<file path="src/design/dwepm_pkg.sv">
`timescale 1ns / 1ps
`default_nettype none

package dwepm_pkg;

    // Request codes carried by the input word.
    localparam logic [1:0] REQ_START  = 2'd0;
    localparam logic [1:0] REQ_EDGE_R = 2'd1;
    localparam logic [1:0] REQ_EDGE_L = 2'd2;
    localparam logic [1:0] REQ_TICK   = 2'd3;

    // Configuration register indexes.
    localparam int CFG_IDX_W = 3;
    localparam int CFG_DATA_W = 11;
    localparam logic [CFG_IDX_W-1:0] CFG_GAIN_P  = 3'd0;
    localparam logic [CFG_IDX_W-1:0] CFG_GAIN_I  = 3'd1;
    localparam logic [CFG_IDX_W-1:0] CFG_GAIN_D  = 3'd2;
    localparam logic [CFG_IDX_W-1:0] CFG_BASE    = 3'd3;
    localparam logic [CFG_IDX_W-1:0] CFG_LIMIT   = 3'd4;

    // Field widths.
    localparam int TGT_W  = 16;
    localparam int GAIN_W = 11;
    localparam int DUTY_W = 8;
    localparam int ACC_W  = 32;

    // Integral saturates at the largest positive 32-bit value.
    localparam logic [ACC_W-1:0] ACC_MAX = 32'h7FFF_FFFF;

    // Tuning values shared by both wheels.
    typedef struct packed {
        logic signed [GAIN_W-1:0] gain_p;
        logic signed [GAIN_W-1:0] gain_i;
        logic signed [GAIN_W-1:0] gain_d;
        logic [DUTY_W-1:0]        base_speed;
        logic [DUTY_W-1:0]        speed_limit;
    } t_gains;

    // Per-wheel command from the sequencing logic.
    typedef struct packed {
        logic                    load;
        logic                    count_up;
        logic                    run;
        logic signed [TGT_W-1:0] target;
    } t_wheel_cmd;

    // Per-wheel status and proposed drive.
    typedef struct packed {
        logic              short_of_goal;
        logic [DUTY_W-1:0] duty;
        logic              fwd;
        logic              rev;
    } t_wheel_stat;

endpackage

`default_nettype wire

</file>
<file path="src/design/dual_wheel_encoder_pid_move.sv">
`timescale 1ns / 1ps
`default_nettype none

// Channel   Direction  Handshake                  Word
// -------   ---------  -------------------------  ---------------------------------
// input     in         i_in_valid / o_in_ready    i_req_type, i_target_right/left
// output    out        o_out_valid / i_out_ready  o_right_*, o_left_*, o_busy_res
// config    in         i_cfg_valid / o_cfg_ready  i_cfg_index, i_cfg_data
//
// One word is accepted per cycle. Each word is held in the input register until it
// advances, and its result is then written to the output register.
// The PID sum for both wheels is formed combinationally between the two registers.
// A stalled output holds the input register; a new word is still taken when the output
// is consumed in the same cycle. Reset is synchronous, sparing the input data word.

module dual_wheel_encoder_pid_move
    import dwepm_pkg::*;
(
    input  wire logic                    i_clk,
    input  wire logic                    i_rst_n,
    input  wire logic                    i_in_valid,
    output      logic                    o_in_ready,
    input  wire logic [1:0]              i_req_type,
    input  wire logic signed [TGT_W-1:0] i_target_right,
    input  wire logic signed [TGT_W-1:0] i_target_left,
    output      logic                    o_out_valid,
    input  wire logic                    i_out_ready,
    output      logic [DUTY_W-1:0]       o_right_duty,
    output      logic                    o_right_fwd,
    output      logic                    o_right_rev,
    output      logic [DUTY_W-1:0]       o_left_duty,
    output      logic                    o_left_fwd,
    output      logic                    o_left_rev,
    output      logic                    o_busy_res,
    input  wire logic                    i_cfg_valid,
    output      logic                    o_cfg_ready,
    input  wire logic [CFG_IDX_W-1:0]    i_cfg_index,
    input  wire logic [CFG_DATA_W-1:0]   i_cfg_data
);

    logic                    r_in_valid;
    logic [1:0]              r_req;
    logic signed [TGT_W-1:0] r_tgt_r;
    logic signed [TGT_W-1:0] r_tgt_l;

    t_gains r_gains;

    logic              r_out_valid;
    logic              r_moving;
    logic [DUTY_W-1:0] r_right_duty;
    logic              r_right_fwd;
    logic              r_right_rev;
    logic [DUTY_W-1:0] r_left_duty;
    logic              r_left_fwd;
    logic              r_left_rev;

    logic        advance;
    logic        any_short;
    t_wheel_cmd  cmd_r;
    t_wheel_cmd  cmd_l;
    t_wheel_stat stat_r;
    t_wheel_stat stat_l;

    // The input register moves on when the output slot is free or being drained.
    assign advance    = r_in_valid && (!r_out_valid || i_out_ready);
    assign o_in_ready = !r_in_valid || advance;
    assign o_cfg_ready = 1'b1;

    always_ff @(posedge i_clk) begin
        if (!i_rst_n) begin
            r_in_valid <= 1'b0;
        end else if (o_in_ready) begin
            r_in_valid <= i_in_valid;
        end
    end

    always_ff @(posedge i_clk) begin
        if (o_in_ready && i_in_valid) begin
            r_req   <= i_req_type;
            r_tgt_r <= i_target_right;
            r_tgt_l <= i_target_left;
        end
    end

    // Configuration registers.
    always_ff @(posedge i_clk) begin
        if (!i_rst_n) begin
            r_gains.gain_p      <= 11'sd1;
            r_gains.gain_i      <= '0;
            r_gains.gain_d      <= '0;
            r_gains.base_speed  <= '0;
            r_gains.speed_limit <= '1;
        end else if (i_cfg_valid && o_cfg_ready) begin
            unique case (i_cfg_index)
                CFG_GAIN_P: r_gains.gain_p      <= i_cfg_data;
                CFG_GAIN_I: r_gains.gain_i      <= i_cfg_data;
                CFG_GAIN_D: r_gains.gain_d      <= i_cfg_data;
                CFG_BASE:   r_gains.base_speed  <= i_cfg_data[DUTY_W-1:0];
                CFG_LIMIT:  r_gains.speed_limit <= i_cfg_data[DUTY_W-1:0];
                default: ;
            endcase
        end
    end

    // Commands to the two wheels.
    assign any_short = stat_r.short_of_goal || stat_l.short_of_goal;

    always_comb begin
        cmd_r.load     = advance && (r_req == REQ_START);
        cmd_r.count_up = advance && r_moving && (r_req == REQ_EDGE_R);
        cmd_r.run      = advance && r_moving && (r_req == REQ_TICK) && any_short;
        cmd_r.target   = r_tgt_r;
        cmd_l.load     = cmd_r.load;
        cmd_l.count_up = advance && r_moving && (r_req == REQ_EDGE_L);
        cmd_l.run      = cmd_r.run;
        cmd_l.target   = r_tgt_l;
    end

    dwepm_wheel u_wheel_r (
        .i_clk   (i_clk),
        .i_rst_n (i_rst_n),
        .i_gains (r_gains),
        .i_cmd   (cmd_r),
        .o_stat  (stat_r)
    );

    dwepm_wheel u_wheel_l (
        .i_clk   (i_clk),
        .i_rst_n (i_rst_n),
        .i_gains (r_gains),
        .i_cmd   (cmd_l),
        .o_stat  (stat_l)
    );

    // Move state and bridge drive; these registers are also the result word.
    always_ff @(posedge i_clk) begin
        if (!i_rst_n) begin
            r_moving     <= 1'b0;
            r_right_duty <= '0;
            r_right_fwd  <= 1'b0;
            r_right_rev  <= 1'b0;
            r_left_duty  <= '0;
            r_left_fwd   <= 1'b0;
            r_left_rev   <= 1'b0;
        end else if (advance) begin
            if (r_req == REQ_START) begin
                if ((r_tgt_r == '0) && (r_tgt_l == '0)) begin
                    r_moving     <= 1'b0;
                    r_right_duty <= '0;
                    r_right_fwd  <= 1'b0;
                    r_right_rev  <= 1'b0;
                    r_left_duty  <= '0;
                    r_left_fwd   <= 1'b0;
                    r_left_rev   <= 1'b0;
                end else begin
                    r_moving <= 1'b1;
                end
            end else if ((r_req == REQ_TICK) && r_moving) begin
                if (any_short) begin
                    r_right_duty <= stat_r.duty;
                    r_right_fwd  <= stat_r.fwd;
                    r_right_rev  <= stat_r.rev;
                    r_left_duty  <= stat_l.duty;
                    r_left_fwd   <= stat_l.fwd;
                    r_left_rev   <= stat_l.rev;
                end else begin
                    r_moving     <= 1'b0;
                    r_right_duty <= '0;
                    r_right_fwd  <= 1'b0;
                    r_right_rev  <= 1'b0;
                    r_left_duty  <= '0;
                    r_left_fwd   <= 1'b0;
                    r_left_rev   <= 1'b0;
                end
            end
        end
    end

    // Output word valid flag.
    always_ff @(posedge i_clk) begin
        if (!i_rst_n) begin
            r_out_valid <= 1'b0;
        end else if (advance) begin
            r_out_valid <= 1'b1;
        end else if (i_out_ready) begin
            r_out_valid <= 1'b0;
        end
    end

    assign o_out_valid  = r_out_valid;
    assign o_right_duty = r_right_duty;
    assign o_right_fwd  = r_right_fwd;
    assign o_right_rev  = r_right_rev;
    assign o_left_duty  = r_left_duty;
    assign o_left_fwd   = r_left_fwd;
    assign o_left_rev   = r_left_rev;
    assign o_busy_res   = r_moving;

    // With no move in progress the motors are stopped.
    a_idle_stopped: assert property (@(posedge i_clk) disable iff (!i_rst_n)
        !r_moving |-> ((r_right_duty == '0) && !r_right_fwd && !r_right_rev
                       && (r_left_duty == '0) && !r_left_fwd && !r_left_rev))
        else $error("motors driven while idle");

    // A bridge is never driven both ways, and reverse always carries duty.
    a_bridge_safe: assert property (@(posedge i_clk) disable iff (!i_rst_n)
        !(r_right_fwd && r_right_rev) && !(r_left_fwd && r_left_rev)
        && (!r_right_rev || (r_right_duty != '0)) && (!r_left_rev || (r_left_duty != '0)))
        else $error("illegal bridge drive");

    // Every word that leaves the input register produces a result next cycle.
    a_result_follows: assert property (@(posedge i_clk) disable iff (!i_rst_n)
        advance |=> r_out_valid)
        else $error("result lost");

    // Right-wheel drive set by a tick never exceeds the speed limit.
    a_duty_limit: assert property (@(posedge i_clk) disable iff (!i_rst_n)
        $past(advance) && $stable(r_gains.speed_limit)
        |-> (r_right_duty <= r_gains.speed_limit) || !r_moving
            || ($past(r_req) != REQ_TICK))
        else $error("duty above limit");

endmodule

`default_nettype wire

</file>
<file path="src/design/dwepm_wheel.sv">
`timescale 1ns / 1ps
`default_nettype none

module dwepm_wheel
    import dwepm_pkg::*;
(
    input  wire logic        i_clk,
    input  wire logic        i_rst_n,
    input  wire t_gains      i_gains,
    input  wire t_wheel_cmd  i_cmd,
    output t_wheel_stat      o_stat
);

    logic [TGT_W-1:0] r_goal;
    logic             r_back;
    logic [TGT_W-1:0] r_count;
    logic [ACC_W-1:0] r_accum;
    logic [TGT_W-1:0] r_prev;

    logic                       is_short;
    logic [TGT_W-1:0]           err;
    logic [TGT_W-1:0]           tgt_mag;
    logic [ACC_W-1:0]           acc_sum;
    logic [ACC_W-1:0]           acc_new;
    logic signed [TGT_W:0]      err_s;
    logic signed [TGT_W+1:0]    diff_s;
    logic signed [ACC_W:0]      acc_s;
    logic signed [27:0]         p_term;
    logic signed [43:0]         i_term;
    logic signed [28:0]         d_term;
    logic signed [45:0]         pid_sum;
    logic [DUTY_W-1:0]          duty;

    // Magnitude of the signed target; the most negative value maps to 0x8000.
    assign tgt_mag = i_cmd.target[TGT_W-1] ? (~i_cmd.target + 1'b1) : i_cmd.target;

    // Remaining error and the saturated integral for this control tick.
    assign is_short = r_goal > r_count;
    assign err      = r_goal - r_count;
    assign acc_sum  = r_accum + {{(ACC_W-TGT_W){1'b0}}, err};
    assign acc_new  = acc_sum[ACC_W-1] ? ACC_MAX : acc_sum;

    // PID terms: one multiply per term, then a single sum.
    always_comb begin
        err_s   = $signed({1'b0, err});
        diff_s  = $signed({2'b00, err}) - $signed({2'b00, r_prev});
        acc_s   = $signed({1'b0, acc_new});
        p_term  = err_s * i_gains.gain_p;
        i_term  = acc_s * i_gains.gain_i;
        d_term  = diff_s * i_gains.gain_d;
        pid_sum = $signed({38'b0, i_gains.base_speed}) + 46'(p_term)
                + 46'(i_term) + 46'(d_term);
    end

    // Clamp to the range zero to the speed limit.
    always_comb begin
        duty = '0;
        if (is_short) begin
            if (pid_sum < 0) begin
                duty = '0;
            end else if (pid_sum > $signed({38'b0, i_gains.speed_limit})) begin
                duty = i_gains.speed_limit;
            end else begin
                duty = pid_sum[DUTY_W-1:0];
            end
        end
    end

    // A stopped wheel shows forward on the bridge.
    always_comb begin
        o_stat.short_of_goal = is_short;
        o_stat.duty          = duty;
        o_stat.rev           = (duty != '0) && r_back;
        o_stat.fwd           = !((duty != '0) && r_back);
    end

    // Wheel state: target, tick counter and PID memory.
    always_ff @(posedge i_clk) begin
        if (!i_rst_n) begin
            r_goal  <= '0;
            r_back  <= 1'b0;
            r_count <= '0;
            r_accum <= '0;
            r_prev  <= '0;
        end else if (i_cmd.load) begin
            r_goal  <= tgt_mag;
            r_back  <= i_cmd.target[TGT_W-1];
            r_count <= '0;
            r_accum <= '0;
            r_prev  <= '0;
        end else if (i_cmd.count_up) begin
            if (r_count != '1) begin
                r_count <= r_count + 1'b1;
            end
        end else if (i_cmd.run && is_short) begin
            r_accum <= acc_new;
            r_prev  <= err;
        end
    end

    // The integral never goes negative and never passes its ceiling.
    a_acc_range: assert property (@(posedge i_clk) disable iff (!i_rst_n)
        !r_accum[ACC_W-1])
        else $error("integral left its range");

    // A wheel that reached its goal never proposes a nonzero duty.
    a_done_idle: assert property (@(posedge i_clk) disable iff (!i_rst_n)
        !is_short |-> (duty == '0))
        else $error("duty on a finished wheel");

    // A count step never moves the counter backward.
    a_count_up: assert property (@(posedge i_clk) disable iff (!i_rst_n)
        (i_cmd.count_up && !i_cmd.load) |=> (r_count >= $past(r_count)))
        else $error("tick counter went backward");

endmodule

`default_nettype wire
</file>
<file path="config.mk">
export PLATFORM = sky130hd
export DESIGN_NAME = dual_wheel_encoder_pid_move
export DESIGN_NICKNAME = d
export VERILOG_FILES = /design/src/design/dwepm_pkg.sv /design/src/design/dual_wheel_encoder_pid_move.sv /design/src/design/dwepm_wheel.sv
export SDC_FILE = /design/constraint.sdc
export NUM_CORES = 2
export LEC_CHECK = 0
export BUFFER_PORTS_ARGS = -buffer_cell sky130_fd_sc_hd__buf_2
export CORE_ASPECT_RATIO = 0.75
export CORE_MARGIN = 4
export CORE_UTILIZATION = 45
export CTS_CLUSTER_DIAMETER = 150
export DETAILED_ROUTE_END_ITERATION = 8
export MAX_ROUTING_LAYER = met4
export PLACE_DENSITY = 0.69
export SYNTH_ARGS = -nofsm -noshare
export SYNTH_HDL_FRONTEND = slang
export SYNTH_HIERARCHICAL = 1
export SYNTH_SLANG_ARGS = --single-unit
</file>
<file path="constraint.sdc">
create_clock -name i_clk -period 13.65 [get_ports i_clk]
set_input_delay 2.0475 -clock i_clk [delete_from_list [all_inputs] [get_ports i_clk]]
set_output_delay 2.0475 -clock i_clk [all_outputs]
set_load 0.005 [all_outputs]
</file>
## Yosys cells after proc, flatten, opt, wreduce, memory -nomap -nowiden

Index checks and enable logic that the tools add are counted.

| operators by class | value |
|---|---|
| $add $sub $neg | 16 |
| multiply operators | 6 |
| $lt $le $gt $ge | 6 |
| equal/unequal tests | 11 |
| muxes and demuxes | 36 |
| bitwise logic cells | 5 |
| reductions and logical operators | 41 |

Operators with widths:

| operator | number |
|---|---|
| multiplier 17 x 11 -> 28 bit | 4 |
| two-way mux 8 bit | 13 |
| adder 46 x 29 -> 46 bit | 2 |
| > comparator 46 x 9 -> 1 bit | 2 |
| < comparator 46 x 1 -> 1 bit (second input constant) | 2 |
| adder 29 x 43 -> 44 bit | 2 |
| multiplier 32 x 11 -> 43 bit | 2 |
| adder 16 x 1 -> 16 bit (second input constant) | 4 |
| adder 32 x 16 -> 32 bit | 2 |
| two-way mux 31 bit | 2 |
| adder 9 x 28 -> 29 bit | 2 |
| subtractor 16 x 16 -> 17 bit | 2 |
| > comparator 16 bit | 2 |
| zero test 16 bit | 2 |
| two-way mux 16 bit | 2 |
| != test 16 bit (second input constant) | 2 |
| inverter 16 bit | 2 |
| subtractor 16 bit | 2 |
| two-way mux 1 bit | 19 |
| AND reduction 2 bit | 9 |
| nonzero test 8 bit | 2 |
| logical AND 1 bit | 14 |
| equality test 3 x 2 -> 1 bit (second input constant) | 2 |
| AND reduction 3 bit | 2 |
| 12 further kinds | 22 |

| word-level totals | value |
|---|---|
| flip-flop bits (word level) | 268 |
| output and inout port bits | 24 |

## Longest topological paths before layout

| logic depth | value |
|---|---|
| depth in word-level cells | 16 |
| gate-level depth with buffers | 57 |

## Cells and area by module

The synthesis kept the hierarchy.

By module, submodules not included:

| module | instances | cells each | area each (um^2) |
|---|---|---|---|
| dwepm_wheel at u_wheel_l | 1 | 4,099 | 34,844.7 |
| dwepm_wheel at u_wheel_r | 1 | 4,007 | 34,194.0 |
| dual_wheel_encoder_pid_move | 1 | 363 | 3,922.5 |

## Worst setup path before layout

OpenSTA, ideal clock, no wires.

| timing path | value |
|---|---|
| path type | register to register |
| start point | reg u_wheel_r.r_goal[0] |
| end point | reg r_right_fwd (netlist: o_right_fwd) |
| setup time | 0.126 ns |
| arrival time | 12.477 ns |
| path slack | 1.046 ns |
| stages on the path, launching flop included | 49 |
| cell sequence | dfxtp_1 inv_1 ha_1 fa_1 nor2b_1 o21ai_0 a211o_1 a31oi_1 xor2_1 clkbuf_1 ha_1 a21o_1 a211oi_1 nor2b_1 a311o_1 a41oi_1 or3_1 clkbuf_1 [13 not listed] fa_1 fa_1 inv_1 fa_1 inv_1 ha_1 a21o_1 a31oi_4 o221ai_2 nand2b_1 nand3_1 or4_1 or4_1 or4_4 nor2_8 mux2_4 a22oi_1 o2bb2ai_1 |

RTL lines:

| what | line | source |
|---|---|---|
| start, declared | dwepm_wheel.sv:14 | `logic [TGT_W-1:0] r_goal;` |
| start signal, assigned | dwepm_wheel.sv:86 | `r_goal <= tgt_mag;` |
| end signal, assigned | dual_wheel_encoder_pid_move.sv:161 | `r_right_fwd <= stat_r.fwd;` |
| end, declared | dual_wheel_encoder_pid_move.sv:51 | `logic r_right_fwd;` |

==> flow_summary.ini <==
[run_status]
outcome = complete, no violations

[finish]
layout.nets = 10588
regMostFlops = r_gains
largest_register_ff_count = 49
drive_gt1_share_pct = 6.14
registers_with_the_most_flip_flops = r_gains (49), u_wheel_l/r_accum (31), u_wheel_r/r_accum (31)
fin_util_pct = 48.5
area_delta_synth_final_pct = 6.69

[drt]
wirelength_microns = 219000
drt-pass1-iter-count = 7
routed_wire_length_per_instance_microns = 20.6
drtIter0Drc = 5343
number_of_routed_nets_with_antenna_violations = 0
dr_total_vias = 57395
remaining_drc_errors = 0
via_per_inst = 5.41

[clocking]
ctsHtreeMaxLevel = 2
clk_pin_slew_worst_paths_ns = 0.06
cts.path.max_buffers = 3
insertion_delay_ns = 0.61
cts_buffers = 37
tritoncts_clock_tree = yes
cts_sinks = 266
cts_root_buf = clkbuf_16

[global_route]
grt_use_total_pct = 27.4
first_global_vias = 59820
grt_start_max_net_pins = 65
antenna_found_initial = 17
grt_remaining_overflow = 0
wire_length_of_the_first_global_routing_pass_microns = 351000

[die]
placementRows = 127
initial_core_utilization_pct = 45.5
floorplan.die.width_microns = 473
core_sq_um = 160000
die_area_sq_um = 169000
ioPinCount = 77
die_y_microns = 357

[synthesis]
synth_commonest_cells = inv_1, fa_1, nand2_1, ha_1, and2_1
synthArstFlopShare_pct = 0
synth_edf_count = 34
netlist_area_sq_um = 73000
synth.distinct_cells = 112
top_count_cell_post_synth = inv_1
synth.net_count = 10616
netlist_top_cells_area = fa_1, inv_1, ha_1
syn_avg_cell_area_sq_um = 8.62
synth_seq_area_share_pct = 7.76
synth.ff_latch_count = 266
ys.flop_type = dfxtp_1
synth.top_cell.area_share_pct = 41.3
synth_top_cell_by_area = fa_1
post_synth_inst_count = 8469
yosysWarningCount = 6

[worst_setup_path]
critPathArrivalTime_ns = 13.67
setup.worst_path.start_class = flop
worst-setup-path-type = reg -> reg
crit_fanout = 9
timing.reg2reg.worst_path_depth = 45
max_stage_delay_ns = 0.64
cpMaxStageDelayCell = or4_4
cp-startpoint = u_wheel_r/r_goal[0]
timing.critical_path.mode_cell = fa_1
endpoint_class_of_the_critical_path = flop
reg2reg_from = u_wheel_r/r_goal[0]
crit_required_ns = 14.11

[timing]
post-route-worst-setup-slack_ns = 0.441
clock_skew_ns = 0.0297
worstMarginPinSlew_ns = 1.30
timing.final.max_slew_violations = 0
setup_viol = 0
final.min_clock_period_ns = 13.21
hold_viol_final = 0
layout_worst_path_cycle_share_pct = 96.8
finalSetupTns_ns = 0
slew_headroom_pct = 13.1
fmax_ghz = 0.0757
whs_ns = 0.455

[min_path]
worstHoldPathCells = 2
hp-start = r_gains[47]
holdCritPathClass = reg -> reg

[power_and_ir_drop]
pwr_density_cell_nw_per_um2 = 69.6
switching_share_of_power_pct = 50.4
irDropWorstVdd_mv = 0.0759
power.leakage_nw = 38.4
pwr-share-seq_pct = 15.3
combinationalPowerShare_pct = 64.7
internal_power_mw = 2.69
p_clk_share_pct = 20.0
power.switching_mw = 2.73

[job]
max_cap_viol_count = 0

[placed_design]
dp_hpwl_microns = 182000
gp_routability_congestion = 1.01
preCtsSetupSlack_ns = 0.0884
numPortBuffers = 75
[cells in the final DEF (no fill, tap or decap), types with 16 or more instances in the layout]
cell type	synthesis	final
and2_1	477	476
o21ai_0	173	169
nor3_1	89	86
mux2i_1	36	36
and3_1	35	34
o21a_1	36	36
a21o_1	48	48
clkbuf_16	0	38
nor2b_1	211	210
dfxtp_1	232	219
nand2_1	1038	1024
o21ai_1	20	23
nand2b_1	91	90
or2_2	16	16
xor2_1	65	64
a211oi_1	41	35
nor4_1	23	23
xnor2_1	128	126
nand4_1	48	48
buf_4	9	216
o211ai_1	28	28
a31oi_1	29	25
inv_1	2122	2122
nor2_1	295	294
ha_1	588	586
buf_2	15	75
edfxtp_1	34	34
o211a_1	34	34
nand3_1	109	108
or3_1	31	31
fa_1	1506	1504
a21oi_1	252	249
[layout make-up]
cell class / count / area, sq um
clock inverters: 21 / 322
fillers: 15042 / 82600
flip-flops and latches: 266 / 5690
multi-input cells: 5718 / 58100
clock buffers: 47 / 1010
well taps: 2128 / 2660
repair buffers: 293 / 2030
inverters: 2125 / 7980
diodes: 14 / 35.0
[through the flow]
| stage | std cells | total power [mW] | instance area, sq um |
|---|---|---|---|
| 4_1_cts | 10592 | 5.36 | 77500 |
| 5_1_grt | 10609 | 5.85 | 77800 |
| 3_5_place_dp | 10524 | 4.22 | 76200 |
| 6_report | 10612 | 5.42 | 77800 |
| 3_3_place_gp | 10524 | 4.19 | 76200 |
| 2_1_floorplan | 8469 | 3.14 | 73000 |
[power by group through the flow]
stage	sequential (mW)	combinational [mW]	clock [mW]
after global routing	0.833	3.88	1.13
after global placement	0.847	3.35	0
final	0.832	3.51	1.08
after floorplan	0.836	2.31	0
after CTS	0.831	3.43	1.10
after detailed placement	0.848	3.37	0
[per-layer routing]
metal,share of wire [%],track usage (%),routed length (microns),vias up
li1,-,-,-,25408
met2,39,35.6,84600,2794
met1,46,41.1,101000,28972
met4,1.7,4.30,3630,0
met5,0,-,0,-
met3,14,9.85,30100,221
[final timing paths]
check / end / slack (ns)
worst max-delay path: o_right_fwd / 0.44
worst min-delay path: r_gains[47] / 0.45
worst max register to register: o_right_fwd / 0.44
worst min register to register: r_gains[47] / 0.45
[cells by family after synthesis]
group	Yosys count	synth area share, %
AO/OA/AOI/OAI	861	7.90
XOR/XNOR	193	2.32
adder cells (fa/ha/maj)	2094	51.4
buffers and inverters	2486	13.0
flip-flops	266	7.76
multiplexers	44	0.628
other	3	0.0154
AND/OR/NAND/NOR	2522	17.0
[critical path, delay by kind of cell, from the launching register on]
kind / cells / cell delay, ns
buffers and inverters: 8 / 0.90
XOR/XNOR: 2 / 0.54
multiplexers: 1 / 0.31
AND/OR/NAND/NOR: 12 / 3.13
adder cells (fa/ha/maj): 12 / 5.45
flip-flops: 1 / 0.33
AO/OA/AOI/OAI: 10 / 2.41
[timing repair]
| action | CTS | global route |
|---|---|---|
| gates resized for setup | 1 | 60 |
| buffers inserted | 0 | 5 |
| pin swaps | 0 | 5 |
| gates cloned | 0 | 1 |
| hold buffers | 0 | 0 |
| endpoints found under the setup margin | 1 | 20 |
Power figures use the tool's default switching activity.
